### src/design/orthonormal_basis_from_vector_top_assert.svh
// assertion macros for the orthonormal basis block
`ifndef ORTHONORMAL_BASIS_FROM_VECTOR_TOP_ASSERT_SVH
`define ORTHONORMAL_BASIS_FROM_VECTOR_TOP_ASSERT_SVH

// condition implies consequence in the same cycle
`define OBFV_ASSERT_SAME(lbl, ante, cons, msg) \
  lbl: assert property (@(posedge clk) disable iff (!rst_n) (ante) |-> (cons)) \
    else $error(msg);

// condition implies consequence in the next cycle
`define OBFV_ASSERT_NEXT(lbl, ante, cons, msg) \
  lbl: assert property (@(posedge clk) disable iff (!rst_n) (ante) |=> (cons)) \
    else $error(msg);

`endif

### src/design/obfv_pkg.sv
// shared constants and types for the orthonormal basis block
`default_nettype none
package obfv_pkg;
  localparam int FRAC_BITS  = 16;
  localparam int UW         = FRAC_BITS + 2;
  localparam int ROOT_STEPS = 32;
  localparam int QDEPTH     = 4;
  localparam int QAW        = 2;

  typedef struct packed {
    logic        first;
    logic        neg_a;
    logic        neg_b;
    logic        degen;
    logic [31:0] ma;
    logic [31:0] mb;
    logic [31:0] vx;
    logic [31:0] vy;
    logic [31:0] vz;
  } item_t;

  typedef struct packed {
    logic valid;
    logic almost_full;
  } qstat_t;
endpackage
`default_nettype wire

### src/design/obfv_queue.sv
// short queue between front and back end
`default_nettype none
module obfv_queue (
  input  wire logic           clk,
  input  wire logic           rst_n,
  input  wire logic           push,
  input  obfv_pkg::item_t     push_item,
  input  wire logic           pop,
  output obfv_pkg::qstat_t    stat,
  output obfv_pkg::item_t     head
);
  import obfv_pkg::*;

  item_t        mem [0:QDEPTH-1];
  logic [QAW-1:0] wp_r, rp_r;
  logic [QAW:0]   cnt_r, cnt_nxt;
  logic           do_pop;

  assign do_pop = pop && (cnt_r != '0);

  always_comb begin
    cnt_nxt = cnt_r;
    if (push && !do_pop) cnt_nxt = cnt_r + 1'b1;
    else if (!push && do_pop) cnt_nxt = cnt_r - 1'b1;
  end

  always_ff @(posedge clk) begin
    if (!rst_n) begin
      wp_r  <= '0;
      rp_r  <= '0;
      cnt_r <= '0;
    end else begin
      if (push) wp_r <= wp_r + 1'b1;
      if (do_pop) rp_r <= rp_r + 1'b1;
      cnt_r <= cnt_nxt;
    end
  end

  always_ff @(posedge clk) begin
    if (push) mem[wp_r] <= push_item;
  end

  assign head             = mem[rp_r];
  assign stat.valid       = (cnt_r != '0);
  assign stat.almost_full = (cnt_r >= (QAW + 1)'(QDEPTH - 2));
endmodule
`default_nettype wire

### config.mk
export PLATFORM = sky130hd
export DESIGN_NAME = obfv_queue
export DESIGN_NICKNAME = d
export VERILOG_FILES = /design/src/design/orthonormal_basis_from_vector_top_assert.svh /design/src/design/obfv_pkg.sv /design/src/design/obfv_queue.sv
export SDC_FILE = /design/constraint.sdc
export NUM_CORES = 1
export LEC_CHECK = 0
export BUFFER_PORTS_ARGS = -buffer_cell sky130_fd_sc_hd__buf_2
export CORE_AREA = 3 3 218 220
export CTS_CLUSTER_DIAMETER = 200
export CTS_CLUSTER_SIZE = 10
export DETAILED_ROUTE_END_ITERATION = 8
export DIE_AREA = 0 0 221 223
export GPL_ROUTABILITY_DRIVEN = 1
export PLACE_DENSITY = 0.72
export SLEW_MARGIN = 15
export SYNTH_ARGS = -nofsm -noshare
export SYNTH_HDL_FRONTEND = slang
export SYNTH_SLANG_ARGS = --single-unit
### constraint.sdc
create_clock -name clk -period 6.45 [get_ports clk]
set_input_delay 0.645 -clock clk [delete_from_list [all_inputs] [get_ports clk]]
set_output_delay 0.645 -clock clk [all_outputs]
set_load 0.1 [all_outputs]
==> results of run 1 <==
-- layout by cell type (no fill, tap or decap), types with 2 or more instances in the layout --
| cell type | synthesis | final |
|---|---|---|
| sky130_fd_sc_hd__nor2b_1 | 2 | 2 |
| sky130_fd_sc_hd__dfxtp_1 | 9 | 7 |
| sky130_fd_sc_hd__buf_4 | 11 | 13 |
| sky130_fd_sc_hd__mux4_2 | 164 | 164 |
| sky130_fd_sc_hd__xnor2_1 | 3 | 3 |
| sky130_fd_sc_hd__and2_1 | 9 | 5 |
| sky130_fd_sc_hd__or3_1 | 2 | 2 |
| sky130_fd_sc_hd__ha_1 | 5 | 5 |
| sky130_fd_sc_hd__diode_2 | 0 | 7 |
| sky130_fd_sc_hd__xor2_1 | 2 | 2 |
| sky130_fd_sc_hd__dfxtp_4 | 0 | 2 |
| sky130_fd_sc_hd__edfxtp_1 | 656 | 656 |
| sky130_fd_sc_hd__mux2i_1 | 2 | 2 |
| sky130_fd_sc_hd__and2_4 | 0 | 4 |
| sky130_fd_sc_hd__clkbuf_16 | 0 | 78 |
| sky130_fd_sc_hd__inv_1 | 3 | 3 |
| sky130_fd_sc_hd__clkbuf_1 | 2 | 7 |
| sky130_fd_sc_hd__buf_12 | 0 | 2 |
| sky130_fd_sc_hd__buf_2 | 17 | 333 |
-- registers in the layout, indices dropped and copies added (netlist names), named ones only --
signal / flops
mem: 656
cnt_r: 3
rp_r: 2
wp_r: 2
-- power by group --
group          internal (mW)  switching (mW)  leakage (nW)  total (mW)
logic                   1.08            4.06          2.39        5.14
clock network           2.13            1.46         0.977        3.59
registers               4.99          0.0993          6.10        5.09
total                   8.20            5.62          9.47        13.8
-- worst max-delay path, stage by stage (launching register included) --
cell and delay, ns:
sky130_fd_sc_hd__dfxtp_4 0.64, sky130_fd_sc_hd__buf_4 0.62, sky130_fd_sc_hd__mux4_2 0.64, sky130_fd_sc_hd__buf_2 0.32
-- cells by family after synthesis --
group                    count (synthesis)  share of synthesized area (%)
flip-flops                             665                           82.5
multiplexers                           166                           15.4
buffers and inverters                   39                           1.05
AND/OR/NAND/NOR                         14                          0.364
adder cells (fa/ha/maj)                  6                          0.343
XOR/XNOR                                 5                          0.182
AO/OA/AOI/OAI                            4                          0.119
-- stage by stage --
stage          setup WS [ns]  power, mW  instance area (sq um)  hold slack, ns
2_1_floorplan           1.53       9.65                  24100           0.489
3_3_place_gp            3.46       10.3                  26400           0.513
3_5_place_dp            3.47       10.4                  26400           0.530
4_1_cts                 2.80       14.0                  28400           0.226
5_1_grt                 2.70       14.3                  28400           0.237
6_report                2.95       13.8                  28400           0.269
-- layer usage --
metal / track usage (%) / share of wire (%)
met1: 25.5 / 39
met2: 29.6 / 49
met3: 7.63 / 9.4
met4: 5.92 / 2.5
met5: 0 / 0.29
-- worst max path at each step --
| stage | from | to | slack (ns) |
|---|---|---|---|
| floorplan | push | mem[0][0] | 1.53 |
| global placement | register | head[135] | 3.46 |
| detailed placement | register | head[133] | 3.47 |
| CTS | register | head[134] | 2.80 |
| global route | register | head[134] | 2.70 |
| finish | register | head[152] | 2.95 |
-- area by class of cell --
class	instances	area share, %
inverters	3	0.0396
flip-flops and latches	665	69.9
clock buffers	85	6.96
diodes	7	0.0616
repair buffers	348	6.34
multi-input cells	195	13.9
clock inverters	2	0.0836
well taps	600	2.64
==> impl_results.html, run 1 <==
<table>
<tr><th>Metric</th><th>Value</th></tr>
<tr><th colspan="2">Routing</th></tr>
<tr><td>Via count</td><td>between 10000 and 15000</td></tr>
<tr><td>Final antenna-violating net count</td><td>0</td></tr>
<tr><td>First-pass iteration count of the detailed router</td><td>4</td></tr>
<tr><td>Routed WL</td><td>46300 microns</td></tr>
<tr><td>Average wire length per cell after detail routing</td><td>24.3 microns</td></tr>
<tr><td>DRC viols</td><td>0</td></tr>
<tr><td>Via count normalized by instance count</td><td>5.68</td></tr>
<tr><td>1st-iter DRT viols</td><td>809</td></tr>
<tr><th colspan="2">Hold path</th></tr>
<tr><td>Source of the worst hold timing path</td><td>push_item[15]</td></tr>
<tr><td>Endpoint of the worst hold path</td><td>mem[0][15]</td></tr>
<tr><td>Hold depth</td><td>1</td></tr>
<tr><td>Class of the tightest hold or removal check</td><td>input pin to register</td></tr>
<tr><th colspan="2">Worst setup path</th></tr>
<tr><td>Register-to-Register Setup Slack</td><td>3.83 ns</td></tr>
<tr><td>Top fanout value on the critical path</td><td>32</td></tr>
<tr><td>Required @ worst endpoint</td><td>5.80 ns</td></tr>
<tr><td>Data arrival at the endpoint of the critical path</td><td>2.85 ns</td></tr>
<tr><td>CP Launch Type</td><td>register</td></tr>
<tr><td>Critical path capture point type</td><td>output pin</td></tr>
<tr><td>R2r endpoint</td><td>mem[2][46]</td></tr>
<tr><td>Worst R2R Path Depth</td><td>5</td></tr>
<tr><td>Crit Reg-Reg Startpoint</td><td>wp_r[0]</td></tr>
<tr><td>Critical path class</td><td>register to output pin</td></tr>
<tr><th colspan="2">Yosys</th></tr>
<tr><td>Instance count of the mapped netlist</td><td>899</td></tr>
<tr><td>Number of enable-type register cells in the synthesized netlist</td><td>656</td></tr>
<tr><td>Sequential element share of the synthesized area</td><td>82.5%</td></tr>
<tr><td>Number of flip-flops and latches in the synthesized netlist</td><td>665</td></tr>
<tr><td>Top cell type's share of synthesized area</td><td>just over 80%</td></tr>
<tr><td>Post-synth top area cell</td><td>sky130_fd_sc_hd__edfxtp_1</td></tr>
<tr><td>Count of cell types in the netlist</td><td>21</td></tr>
<tr><td>Synthesized netlist net count</td><td>1073</td></tr>
<tr><td>Top-count cell post-synth</td><td>sky130_fd_sc_hd__edfxtp_1</td></tr>
<tr><td>Yosys warnings</td><td>0</td></tr>
<tr><td>Prevailing post-synth register cell</td><td>sky130_fd_sc_hd__edfxtp_1</td></tr>
<tr><td>Asr flop ratio synth</td><td>0%</td></tr>
<tr><td>Commonest cells post-synth</td><td>656 x sky130_fd_sc_hd__edfxtp_1, 164 x sky130_fd_sc_hd__mux4_2, 17 x sky130_fd_sc_hd__buf_2</td></tr>
<tr><td>Mapped Area</td><td>0.0241 sq mm</td></tr>
<tr><td>Top post-synthesis cells by area</td><td>sky130_fd_sc_hd__edfxtp_1 82%, sky130_fd_sc_hd__mux4_2 15%, sky130_fd_sc_hd__dfxtp_1 0.75%, sky130_fd_sc_hd__buf_2 0.35%, sky130_fd_sc_hd__buf_4 0.34%</td></tr>
<tr><td>Synthesized area per cell</td><td>26.8 sq um</td></tr>
<tr><th colspan="2">Timing</th></tr>
<tr><td>Worst-margin pin slew</td><td>0.972 ns</td></tr>
<tr><td>RSZ-0062 raised after global routing</td><td>no</td></tr>
<tr><td>Final hold violation count</td><td>0</td></tr>
<tr><td>Final Critical Period</td><td>3.50 ns</td></tr>
<tr><td>Period utilisation layout</td><td>54.2%</td></tr>
<tr><td>Final total negative setup slack</td><td>0 ns</td></tr>
<tr><td>Maximum frequency from static timing analysis</td><td>0.286 GHz</td></tr>
<tr><td>Relative max-transition margin</td><td>about a third</td></tr>
<tr><td>Fin Clk Skew</td><td>0.0190 ns</td></tr>
<tr><td>Number of setup violations in the final report</td><td>0</td></tr>
<tr><td>Final slew viol count</td><td>0</td></tr>
<tr><th colspan="2">Layout</th></tr>
<tr><td>Sequential Area</td><td>slightly below 0.02 sq mm</td></tr>
<tr><td>Share of cells above drive strength 1</td><td>46.1%</td></tr>
<tr><td>Total number of nets in the final design</td><td>about 1500</td></tr>
<tr><td>Multi-input gate area in the final layout</td><td>between 0.003 and 0.004 sq mm</td></tr>
<tr><td>Utilization of the core after routing</td><td>62.5%</td></tr>
<tr><td>Number of filler cells placed in the layout</td><td>3065</td></tr>
<tr><td>Layout overhead on the synthesized area</td><td>18.1%</td></tr>
<tr><td>Cell Count, Final, Fillers Out</td><td>1905</td></tr>
<tr><th colspan="2">Clocking</th></tr>
<tr><td>Post-CTS Setup Inserts</td><td>0</td></tr>
<tr><td># hold bufs at CTS</td><td>0</td></tr>
<tr><td>Clk Latency, worst-skew pair</td><td>about 0.58 ns</td></tr>
<tr><td>Clk pin slew, worst setup/hold paths</td><td>0.05 ns</td></tr>
<tr><td>Quantity of gates resized following cts</td><td>0</td></tr>
<tr><td>Number of CTS-inserted buffers</td><td>76</td></tr>
<tr><td>Clk sink count</td><td>665</td></tr>
<tr><td>Largest buffer count on any clock path</td><td>3</td></tr>
<tr><td>TritonCTS clock tree</td><td>yes</td></tr>
<tr><td>H-tree lvl count</td><td>3</td></tr>
<tr><td>Root buffer cell</td><td>sky130_fd_sc_hd__clkbuf_16</td></tr>
<tr><th colspan="2">Status</th></tr>
<tr><td>Status</td><td>finished clean</td></tr>
<tr><th colspan="2">Placed design</th></tr>
<tr><td>Final GP Congestion</td><td>0.724</td></tr>
<tr><td>Port Buf Inserts</td><td>333</td></tr>
<tr><td>Post-Place Cells</td><td>between 1500 and 2000</td></tr>
<tr><td>Dpl hpwl</td><td>approximately 27000 microns</td></tr>
<tr><th colspan="2">Global routing</th></tr>
<tr><td>Global routing usage summed across all routing layers</td><td>19.1%</td></tr>
<tr><td>Total global routing overflow</td><td>0</td></tr>
<tr><td>First-pass GRT wire length</td><td>71600 microns</td></tr>
<tr><td>Initial antenna violation count</td><td>18</td></tr>
<tr><td>Largest net degree at the start of global routing</td><td>slightly below 90</td></tr>
<tr><td>Number of global-route vias before repair</td><td>11700</td></tr>
<tr><th colspan="2">Floorplan</th></tr>
<tr><td>Die outline width</td><td>221 microns</td></tr>
<tr><td>Number of placed I/O pins</td><td>334</td></tr>
<tr><td>Initial core utilization</td><td>53.0%</td></tr>
<tr><td>Vertical extent of the die</td><td>223 microns</td></tr>
<tr><td>Site Rows</td><td>78</td></tr>
<tr><td>Core region area</td><td>0.0455 sq mm</td></tr>
<tr><td>Die area</td><td>0.0493 sq mm</td></tr>
<tr><th colspan="2">Pwr</th></tr>
<tr><td>Peak supply drop</td><td>450 uV</td></tr>
<tr><td>P per Cell Area</td><td>486 mW/mm^2</td></tr>
<tr><td>Leak</td><td>9.47 nW</td></tr>
<tr><th colspan="2">Run</th></tr>
<tr><td>Count of max-cap constraint violations</td><td>0</td></tr>
</table>
Note: power is estimated with default switching activity, not from simulation.
==> inputs of run 2 (changes only) <==
--- a/config.mk
+++ b/config.mk
@@ -6,11 +6,11 @@
 export NUM_CORES = 1
 export LEC_CHECK = 0
 export BUFFER_PORTS_ARGS = -buffer_cell sky130_fd_sc_hd__buf_2
-export CORE_AREA = 3 3 218 220
+export CORE_AREA = 3 3 222 224
 export CTS_CLUSTER_DIAMETER = 200
 export CTS_CLUSTER_SIZE = 10
 export DETAILED_ROUTE_END_ITERATION = 8
-export DIE_AREA = 0 0 221 223
+export DIE_AREA = 0 0 225 227
 export GPL_ROUTABILITY_DRIVEN = 1
 export PLACE_DENSITY = 0.72
 export SLEW_MARGIN = 15
==> constraint.sdc (replaced) <==
create_clock -name clk -period 3 [get_ports clk]
set_input_delay 0.3 -clock clk [delete_from_list [all_inputs] [get_ports clk]]
set_output_delay 0.3 -clock clk [all_outputs]
set_load 0.1 [all_outputs]
==> run 2 against run 1 <==
  * Critical path type unchanged
  * Design area is 7.0% higher
  * Largest cell class unchanged
  * Highest routed layer unchanged
  * Clock power is 120% higher
  * Wire length grew 4.7%
  * Global-route usage is 0.24 points higher
  * Sequential power is 110% higher
==> impl_results.html, run 2 (same netlist as run 1, synthesis figures left out) <==
<table>
<tr><th>Metric</th><th>Value</th></tr>
<tr><th colspan="2">Status</th></tr>
<tr><td>Status</td><td>finished clean</td></tr>
<tr><th colspan="2">Worst setup path</th></tr>
<tr><td>R2r endpoint</td><td>cnt_r[2]</td></tr>
<tr><td>Register-to-Register Setup Slack</td><td>0.89 ns</td></tr>
<tr><td>Critical path class</td><td>register to output pin</td></tr>
<tr><td>Required @ worst endpoint</td><td>2.70 ns</td></tr>
<tr><td>Crit Reg-Reg Startpoint</td><td>cnt_r[0]</td></tr>
<tr><td>CP Launch Type</td><td>register</td></tr>
<tr><td>Critical path endpoint</td><td>head[155]</td></tr>
<tr><td>Critical path capture point type</td><td>output pin</td></tr>
<tr><td>Top fanout value on the critical path</td><td>19</td></tr>
<tr><td>Worst R2R Path Depth</td><td>7</td></tr>
<tr><td>Data arrival at the endpoint of the critical path</td><td>2.49 ns</td></tr>
<tr><th colspan="2">Layout</th></tr>
<tr><td>Total number of nets in the final design</td><td>about 1600</td></tr>
<tr><td>Most frequent standard cell in the layout excluding fill and tap cells</td><td>sky130_fd_sc_hd__edfxtp_1</td></tr>
<tr><td>Layout overhead on the synthesized area</td><td>26.3%</td></tr>
<tr><td>Multi-input gate area in the final layout</td><td>0.00397 sq mm</td></tr>
<tr><td>Number of filler cells placed in the layout</td><td>slightly above 3000</td></tr>
<tr><td>Most flops, register</td><td>mem</td></tr>
<tr><td>Share of cells above drive strength 1</td><td>41.0%</td></tr>
<tr><td>Utilization of the core after routing</td><td>64.0%</td></tr>
<tr><td>Most frequent cells in the layout</td><td>656 x sky130_fd_sc_hd__edfxtp_1, 333 x sky130_fd_sc_hd__buf_2, 165 x sky130_fd_sc_hd__dlygate4sd3_1</td></tr>
<tr><td>Sequential Area</td><td>0.0199 sq mm</td></tr>
<tr><td>Largest register FFs</td><td>between 600 and 700</td></tr>
<tr><td>Registers with the most flip-flops</td><td>mem x656, cnt_r x3</td></tr>
<tr><th colspan="2">Timing</th></tr>
<tr><td>Final Critical Period</td><td>2.79 ns</td></tr>
<tr><td>Maximum frequency from static timing analysis</td><td>0.358 GHz</td></tr>
<tr><td>Relative max-transition margin</td><td>47.1%</td></tr>
<tr><td>Final worst setup slack</td><td>0.206 ns</td></tr>
<tr><td>Fin Clk Skew</td><td>0.0142 ns</td></tr>
<tr><td>Worst-margin pin slew</td><td>0.793 ns</td></tr>
<tr><td>Final slew viol count</td><td>0</td></tr>
<tr><td>Final hold violation count</td><td>0</td></tr>
<tr><td>RSZ-0062 raised after global routing</td><td>no</td></tr>
<tr><td>Final total negative setup slack</td><td>0 ns</td></tr>
<tr><td>Period utilisation layout</td><td>93.1%</td></tr>
<tr><td>Number of setup violations in the final report</td><td>0</td></tr>
<tr><th colspan="2">Pwr</th></tr>
<tr><td>Fraction of power consumed by sequential logic</td><td>36.0%</td></tr>
<tr><td>Combinational fraction of design power</td><td>between 30 and 40%</td></tr>
<tr><td>Net load switching power</td><td>about 12 mW</td></tr>
<tr><td>Leak</td><td>roughly 10 nW</td></tr>
<tr><td>Post-layout total power</td><td>30.3 mW</td></tr>
<tr><td>Clock network fraction of total power</td><td>26.5%</td></tr>
<tr><td>Internal power</td><td>around 18 mW</td></tr>
<tr><td>P per Cell Area</td><td>997 mW/mm^2</td></tr>
<tr><td>Switching portion of total power</td><td>between 40% and 50%</td></tr>
<tr><td>Peak supply drop</td><td>746 uV</td></tr>
<tr><th colspan="2">Placed design</th></tr>
<tr><td>Final GP Congestion</td><td>between 0.6 and 0.7</td></tr>
<tr><td>Setup slack at placement</td><td>0.754 ns</td></tr>
<tr><td>Port Buf Inserts</td><td>333</td></tr>
<tr><td>Dpl hpwl</td><td>26900 microns</td></tr>
<tr><th colspan="2">Routing</th></tr>
<tr><td>Via count normalized by instance count</td><td>5.45</td></tr>
<tr><td>Final antenna-violating net count</td><td>0</td></tr>
<tr><td>Average wire length per cell after detail routing</td><td>23.0 microns</td></tr>
<tr><td>Via count</td><td>11500</td></tr>
<tr><td>First-pass iteration count of the detailed router</td><td>4</td></tr>
<tr><td>1st-iter DRT viols</td><td>669</td></tr>
<tr><td>DRC viols</td><td>0</td></tr>
<tr><td>Routed WL</td><td>between 40000 and 50000 microns</td></tr>
<tr><th colspan="2">Floorplan</th></tr>
<tr><td>Number of placed I/O pins</td><td>334</td></tr>
<tr><td>Initial core utilization</td><td>50.7%</td></tr>
<tr><td>Site Rows</td><td>80</td></tr>
<tr><td>Die area</td><td>0.0511 sq mm</td></tr>
<tr><td>Vertical extent of the die</td><td>between 200 and 250 microns</td></tr>
<tr><td>Die outline width</td><td>225 microns</td></tr>
<tr><td>Core region area</td><td>0.0475 sq mm</td></tr>
<tr><th colspan="2">Clocking</th></tr>
<tr><td>Root buffer cell</td><td>sky130_fd_sc_hd__clkbuf_16</td></tr>
<tr><td>Clk sink count</td><td>between 600 and 700</td></tr>
<tr><td>Largest buffer count on any clock path</td><td>3</td></tr>
<tr><td>Clk Latency, worst-skew pair</td><td>0.59 ns</td></tr>
<tr><td>Quantity of gates resized following cts</td><td>0</td></tr>
<tr><td>TritonCTS clock tree</td><td>yes</td></tr>
<tr><td>Number of CTS-inserted buffers</td><td>76</td></tr>
<tr><td>Clk pin slew, worst setup/hold paths</td><td>0.05 ns</td></tr>
<tr><td>H-tree lvl count</td><td>3</td></tr>
<tr><th colspan="2">Hold path</th></tr>
<tr><td>Class of the tightest hold or removal check</td><td>input pin to register</td></tr>
<tr><th colspan="2">Global routing</th></tr>
<tr><td>Number of global-route vias before repair</td><td>12600</td></tr>
<tr><td>Global routing usage summed across all routing layers</td><td>19.4%</td></tr>
<tr><td>Largest net degree at the start of global routing</td><td>113</td></tr>
<tr><td>Initial antenna violation count</td><td>6</td></tr>
<tr><td>First-pass GRT wire length</td><td>74000 microns</td></tr>
<tr><td>Total global routing overflow</td><td>0</td></tr>
<tr><th colspan="2">Run</th></tr>
<tr><td>Count of max-cap constraint violations</td><td>0</td></tr>
</table>
## run 2: changes by cell type in the layout (fill, tap and decap cells not counted), sizes merged
cell	before	now
dlygate4sd3	0	165
clkbuf	85	102
buf	348	357
clkinv	1	0
## run 2: cell type report
| type | instances | area share, % |
|---|---|---|
| repair buffers | 522 | 12.0 |
| diodes | 7 | 0.0576 |
| flip-flops and latches | 665 | 65.4 |
| well taps | 615 | 2.53 |
| multi-input cells | 195 | 13.0 |
| inverters | 3 | 0.0370 |
| clock buffers | 102 | 6.92 |
| clock inverters | 1 | 0.0247 |
## run 2: worst max-delay path, stage by stage (launching register included)
cell	delay, ns
sky130_fd_sc_hd__dfxtp_4	0.57
sky130_fd_sc_hd__buf_4	0.42
sky130_fd_sc_hd__mux4_2	0.56
sky130_fd_sc_hd__buf_2	0.32
## run 2: through the flow
step                      cells  cell area, sq um  hold WS [ns]
after global placement     1835             26600         0.508
after global routing       2107             30400         0.117
after floorplan             899             24100         0.399
after detailed placement   1835             26600         0.515
final                      2110             30400         0.113
after CTS                  2103             30400        0.0856
## run 2: worst min path at each step
stage,cells past startpoint,startpoint,endpoint
2_1_floorplan,0,push_item[0],mem[0][0]
3_3_place_gp,1,push_item[46],mem[0][46]
3_5_place_dp,1,push_item[84],mem[3][84]
4_1_cts,3,push,wp_r[1]
5_1_grt,3,push,wp_r[1]
6_report,3,push,wp_r[1]
## run 2: timing repair
item,CTS,global route
endpoints found under the setup margin,0,0
hold buffers,165,0
endpoints found under the hold margin,657,0
buffers inserted,0,0
## run 2: power by group through the flow
stage	Combinational [mW]	Sequential [mW]	Clock [mW]
floorplan	9.70	11.0	0
global placement	11.3	11.1	0
detailed placement	11.3	11.1	0
CTS	11.5	10.9	8.23
global route	11.8	11.0	8.61
finish	11.4	10.9	8.04
## run 2: per-layer routing
metal | share of wire, % | GRT usage [%] | up-vias | wire length (microns)
li1 | - | - | 5021 | -
met1 | 38 | 24.0 | 5996 | 18700
met2 | 51 | 32.4 | 409 | 24800
met3 | 8.0 | 6.05 | 79 | 3870
met4 | 2.4 | 7.44 | 2 | 1190
met5 | 0.027 | 0 | - | 13
==> inputs of run 3 (changes only) <==
--- a/config.mk
+++ b/config.mk
@@ -6,13 +6,13 @@
 export NUM_CORES = 1
 export LEC_CHECK = 0
 export BUFFER_PORTS_ARGS = -buffer_cell sky130_fd_sc_hd__buf_2
-export CORE_AREA = 3 3 222 224
+export CORE_AREA = 3 3 229 231
 export CTS_CLUSTER_DIAMETER = 200
 export CTS_CLUSTER_SIZE = 10
 export DETAILED_ROUTE_END_ITERATION = 8
-export DIE_AREA = 0 0 225 227
+export DIE_AREA = 0 0 232 234
 export GPL_ROUTABILITY_DRIVEN = 1
-export PLACE_DENSITY = 0.72
+export PLACE_DENSITY = 0.66
 export SLEW_MARGIN = 15
 export SYNTH_ARGS = -nofsm -noshare
 export SYNTH_HDL_FRONTEND = slang
==> constraint.sdc (replaced) <==
create_clock -name clk -period 3.5 [get_ports clk]
set_input_delay 0.35 -clock clk [delete_from_list [all_inputs] [get_ports clk]]
set_output_delay 0.35 -clock clk [all_outputs]
set_load 0.1 [all_outputs]
==> run 3 against run 2 <==
  * Combinational power is 15% lower
  * Core utilization shrank 3.3 points
  * Cell count up 2.7%
  * Clock-buffer cell count unchanged
  * Sequential power shrank 14%
  * Clock power is 14% lower
  * Sequential share of layout area decreased by 0.17 points
  * Critical path depth stayed put
  * Wire length shrank 0.19%
==> impl_results.html, run 3 (same netlist as run 1, synthesis figures left out) <==
<table>
<tr><th>Metric</th><th>Value</th></tr>
<tr><th colspan="2">Global routing</th></tr>
<tr><td>First-pass GRT wire length</td><td>roughly 74000 microns</td></tr>
<tr><td>Global route hottest layer</td><td>met2</td></tr>
<tr><td>Global routing usage summed across all routing layers</td><td>between 10% and 20%</td></tr>
<tr><td>Total global routing overflow</td><td>0</td></tr>
<tr><td>Largest net degree at the start of global routing</td><td>125</td></tr>
<tr><td>Number of global-route vias before repair</td><td>approximately 12000</td></tr>
<tr><td>Met3 track demand over resource</td><td>5.58%</td></tr>
<tr><td>Global routing usage on met2</td><td>29.4%</td></tr>
<tr><td>Initial antenna violation count</td><td>5</td></tr>
<tr><td>Met1 global-route usage</td><td>24.0%</td></tr>
<tr><th colspan="2">Clocking</th></tr>
<tr><td>Post-CTS Setup Inserts</td><td>0</td></tr>
<tr><td>H-tree lvl count</td><td>3</td></tr>
<tr><td>Clk sink count</td><td>665</td></tr>
<tr><td>Clk Latency, worst-skew pair</td><td>just under 0.6 ns</td></tr>
<tr><td>Number of CTS-inserted buffers</td><td>76</td></tr>
<tr><td>Clk pin slew, worst setup/hold paths</td><td>0.06 ns</td></tr>
<tr><td>Largest buffer count on any clock path</td><td>3</td></tr>
<tr><td>Quantity of gates resized following cts</td><td>0</td></tr>
<tr><td>TritonCTS clock tree</td><td>yes</td></tr>
<tr><td>Root buffer cell</td><td>sky130_fd_sc_hd__clkbuf_16</td></tr>
<tr><th colspan="2">Floorplan</th></tr>
<tr><td>Initial core utilization</td><td>47.9%</td></tr>
<tr><td>Die area</td><td>0.0543 sq mm</td></tr>
<tr><td>Vertical extent of the die</td><td>234 microns</td></tr>
<tr><td>Site Rows</td><td>82</td></tr>
<tr><td>Die outline width</td><td>232 microns</td></tr>
<tr><td>Number of placed I/O pins</td><td>334</td></tr>
<tr><td>Core region area</td><td>0.0503 sq mm</td></tr>
<tr><th colspan="2">Worst setup path</th></tr>
<tr><td>Critical path capture point type</td><td>output pin</td></tr>
<tr><td>Required @ worst endpoint</td><td>3.15 ns</td></tr>
<tr><td>Worst R2R Path Depth</td><td>7</td></tr>
<tr><td>Top fanout value on the critical path</td><td>25</td></tr>
<tr><td>Data arrival at the endpoint of the critical path</td><td>approximately 2.6 ns</td></tr>
<tr><td>Crit Reg-Reg Startpoint</td><td>cnt_r[0]</td></tr>
<tr><td>R2r endpoint</td><td>cnt_r[2]</td></tr>
<tr><td>CP Launch Type</td><td>register</td></tr>
<tr><td>Register-to-Register Setup Slack</td><td>1.34 ns</td></tr>
<tr><td>Critical path class</td><td>register to output pin</td></tr>
<tr><th colspan="2">Pwr</th></tr>
<tr><td>Fraction of power consumed by sequential logic</td><td>36.0%</td></tr>
<tr><td>Internal power</td><td>15.5 mW</td></tr>
<tr><td>Leak</td><td>roughly 10 nW</td></tr>
<tr><td>Combinational fraction of design power</td><td>between 30% and 40%</td></tr>
<tr><td>P per Cell Area</td><td>approximately 850 mW/mm^2</td></tr>
<tr><td>Peak supply drop</td><td>698 uV</td></tr>
<tr><td>Clock network fraction of total power</td><td>26.6%</td></tr>
<tr><td>Net load switching power</td><td>10.5 mW</td></tr>
<tr><td>Switching portion of total power</td><td>40.5%</td></tr>
<tr><th colspan="2">Timing</th></tr>
<tr><td>RSZ-0062 raised after global routing</td><td>no</td></tr>
<tr><td>Relative max-transition margin</td><td>30.6%</td></tr>
<tr><td>Final total negative setup slack</td><td>0 ns</td></tr>
<tr><td>Worst-margin pin slew</td><td>about 1.0 ns</td></tr>
<tr><td>Maximum frequency from static timing analysis</td><td>0.339 GHz</td></tr>
<tr><td>Final slew viol count</td><td>0</td></tr>
<tr><td>Period utilisation layout</td><td>about 84%</td></tr>
<tr><td>Final Critical Period</td><td>2.95 ns</td></tr>
<tr><td>Number of setup violations in the final report</td><td>0</td></tr>
<tr><td>Fin Clk Skew</td><td>0.0227 ns</td></tr>
<tr><td>Final hold violation count</td><td>0</td></tr>
<tr><th colspan="2">Status</th></tr>
<tr><td>Status</td><td>finished clean</td></tr>
<tr><th colspan="2">Layout</th></tr>
<tr><td>Utilization of the core after routing</td><td>60.7%</td></tr>
<tr><td>Most frequent cells in the layout</td><td>656 x sky130_fd_sc_hd__edfxtp_1, 333 x sky130_fd_sc_hd__buf_2, 164 x sky130_fd_sc_hd__mux4_2, 164 x sky130_fd_sc_hd__dlygate4sd3_1, 80 x sky130_fd_sc_hd__clkbuf_16</td></tr>
<tr><td>Total number of nets in the final design</td><td>1635</td></tr>
<tr><td>Most frequent standard cell in the layout excluding fill and tap cells</td><td>sky130_fd_sc_hd__edfxtp_1</td></tr>
<tr><td>Sequential Area</td><td>0.0199 sq mm</td></tr>
<tr><td>Registers with the most flip-flops</td><td>mem x656, cnt_r x3</td></tr>
<tr><td>Cell Count, Final, Fillers Out</td><td>between 2000 and 2500</td></tr>
<tr><td>Most flops, register</td><td>mem</td></tr>
<tr><td>Share of cells above drive strength 1</td><td>about 41%</td></tr>
<tr><td>Number of filler cells placed in the layout</td><td>3527</td></tr>
<tr><td>Multi-input gate area in the final layout</td><td>0.00397 sq mm</td></tr>
<tr><td>Largest register FFs</td><td>656</td></tr>
<tr><td>Layout overhead on the synthesized area</td><td>26.6%</td></tr>
<tr><th colspan="2">Routing</th></tr>
<tr><td>Final antenna-violating net count</td><td>0</td></tr>
<tr><td>First-pass iteration count of the detailed router</td><td>5</td></tr>
<tr><td>Routed WL</td><td>48400 microns</td></tr>
<tr><td>DRC viols</td><td>0</td></tr>
<tr><td>Via count normalized by instance count</td><td>around 5.3</td></tr>
<tr><td>Via count</td><td>around 11000</td></tr>
<tr><td>1st-iter DRT viols</td><td>714</td></tr>
<tr><td>Average wire length per cell after detail routing</td><td>22.4 microns</td></tr>
<tr><th colspan="2">Hold path</th></tr>
<tr><td>Class of the tightest hold or removal check</td><td>input pin to register</td></tr>
<tr><td>Source of the worst hold timing path</td><td>rst_n</td></tr>
<tr><td>Hold depth</td><td>2</td></tr>
<tr><td>Endpoint of the worst hold path</td><td>wp_r[0]</td></tr>
<tr><th colspan="2">Placed design</th></tr>
<tr><td>Final GP Congestion</td><td>0.699</td></tr>
<tr><td>Post-Place Cells</td><td>1891</td></tr>
<tr><td>Port Buf Inserts</td><td>between 300 and 400</td></tr>
<tr><td>Dpl hpwl</td><td>28000 microns</td></tr>
<tr><th colspan="2">Run</th></tr>
<tr><td>Count of max-cap constraint violations</td><td>0</td></tr>
</table>
[run 3: cell types whose count changed in the layout (fill, tap and decap cells not counted), sizes merged]
cell	change
diode	-1
buf	-1
dlygate4sd3	-1
clkinv	+3
[run 3: power by group through the flow]
stage	Sequential (mW)	Clock (mW)	Combinational [mW]
final	9.36	6.92	9.73
after floorplan	9.43	0	8.31
after CTS	9.37	7.12	9.86
after global routing	9.40	7.40	10.1
after detailed placement	9.53	0	9.68
after global placement	9.51	0	9.67
[run 3: layout make-up]
class                           count  area share, %
Multi-Input combinational cell    195           13.0
Tap cell                          672           2.76
Sequential cell                   665           65.2
Antenna cell                        6         0.0492
Inverter                            3         0.0369
Clock buffer                      102           6.83
Timing Repair Buffer              520           11.9
Clock inverter                      4          0.185
[run 3: metal layers]
layer / vias to the layer above / part of all wire (%)
li1: 5036 / -
met5: - / 0.027
met3: 75 / 7.7
met4: 2 / 2.1
met1: 6007 / 40
met2: 373 / 50
[run 3: how the worst max path moves through the flow]
stage,from,end,slack [ns]
floorplan,wp_r[0],mem[2][0],0.51
global placement,register,head[133],1.06
detailed placement,register,head[78],1.06
CTS,register,head[78],0.42
global route,register,head[161],0.32
finish,register,head[161],0.55
[run 3: critical path: stages (launching register included)]
cell and delay [ns]:
sky130_fd_sc_hd__dfxtp_4 0.67, sky130_fd_sc_hd__buf_4 0.44, sky130_fd_sc_hd__mux4_2 0.57, sky130_fd_sc_hd__buf_2 0.31
[run 3: repair_timing]
action | 4_1_cts | 5_1_grt
hold endpoints to repair | 656 | 0
hold buffers | 164 | 0
setup endpoints to repair | 0 | 0
[run 3: through the flow]
stage	hold WS [ns]	setup slack, ns	total power, mW	cell area (sq um)
final	0.0868	0.551	26.0	30500
after global routing	0.0505	0.325	26.9	30500
after CTS	0.0333	0.415	26.3	30500
after detailed placement	0.528	1.06	19.2	26700
after global placement	0.522	1.06	19.2	26700
after floorplan	0.449	0.506	17.7	24100
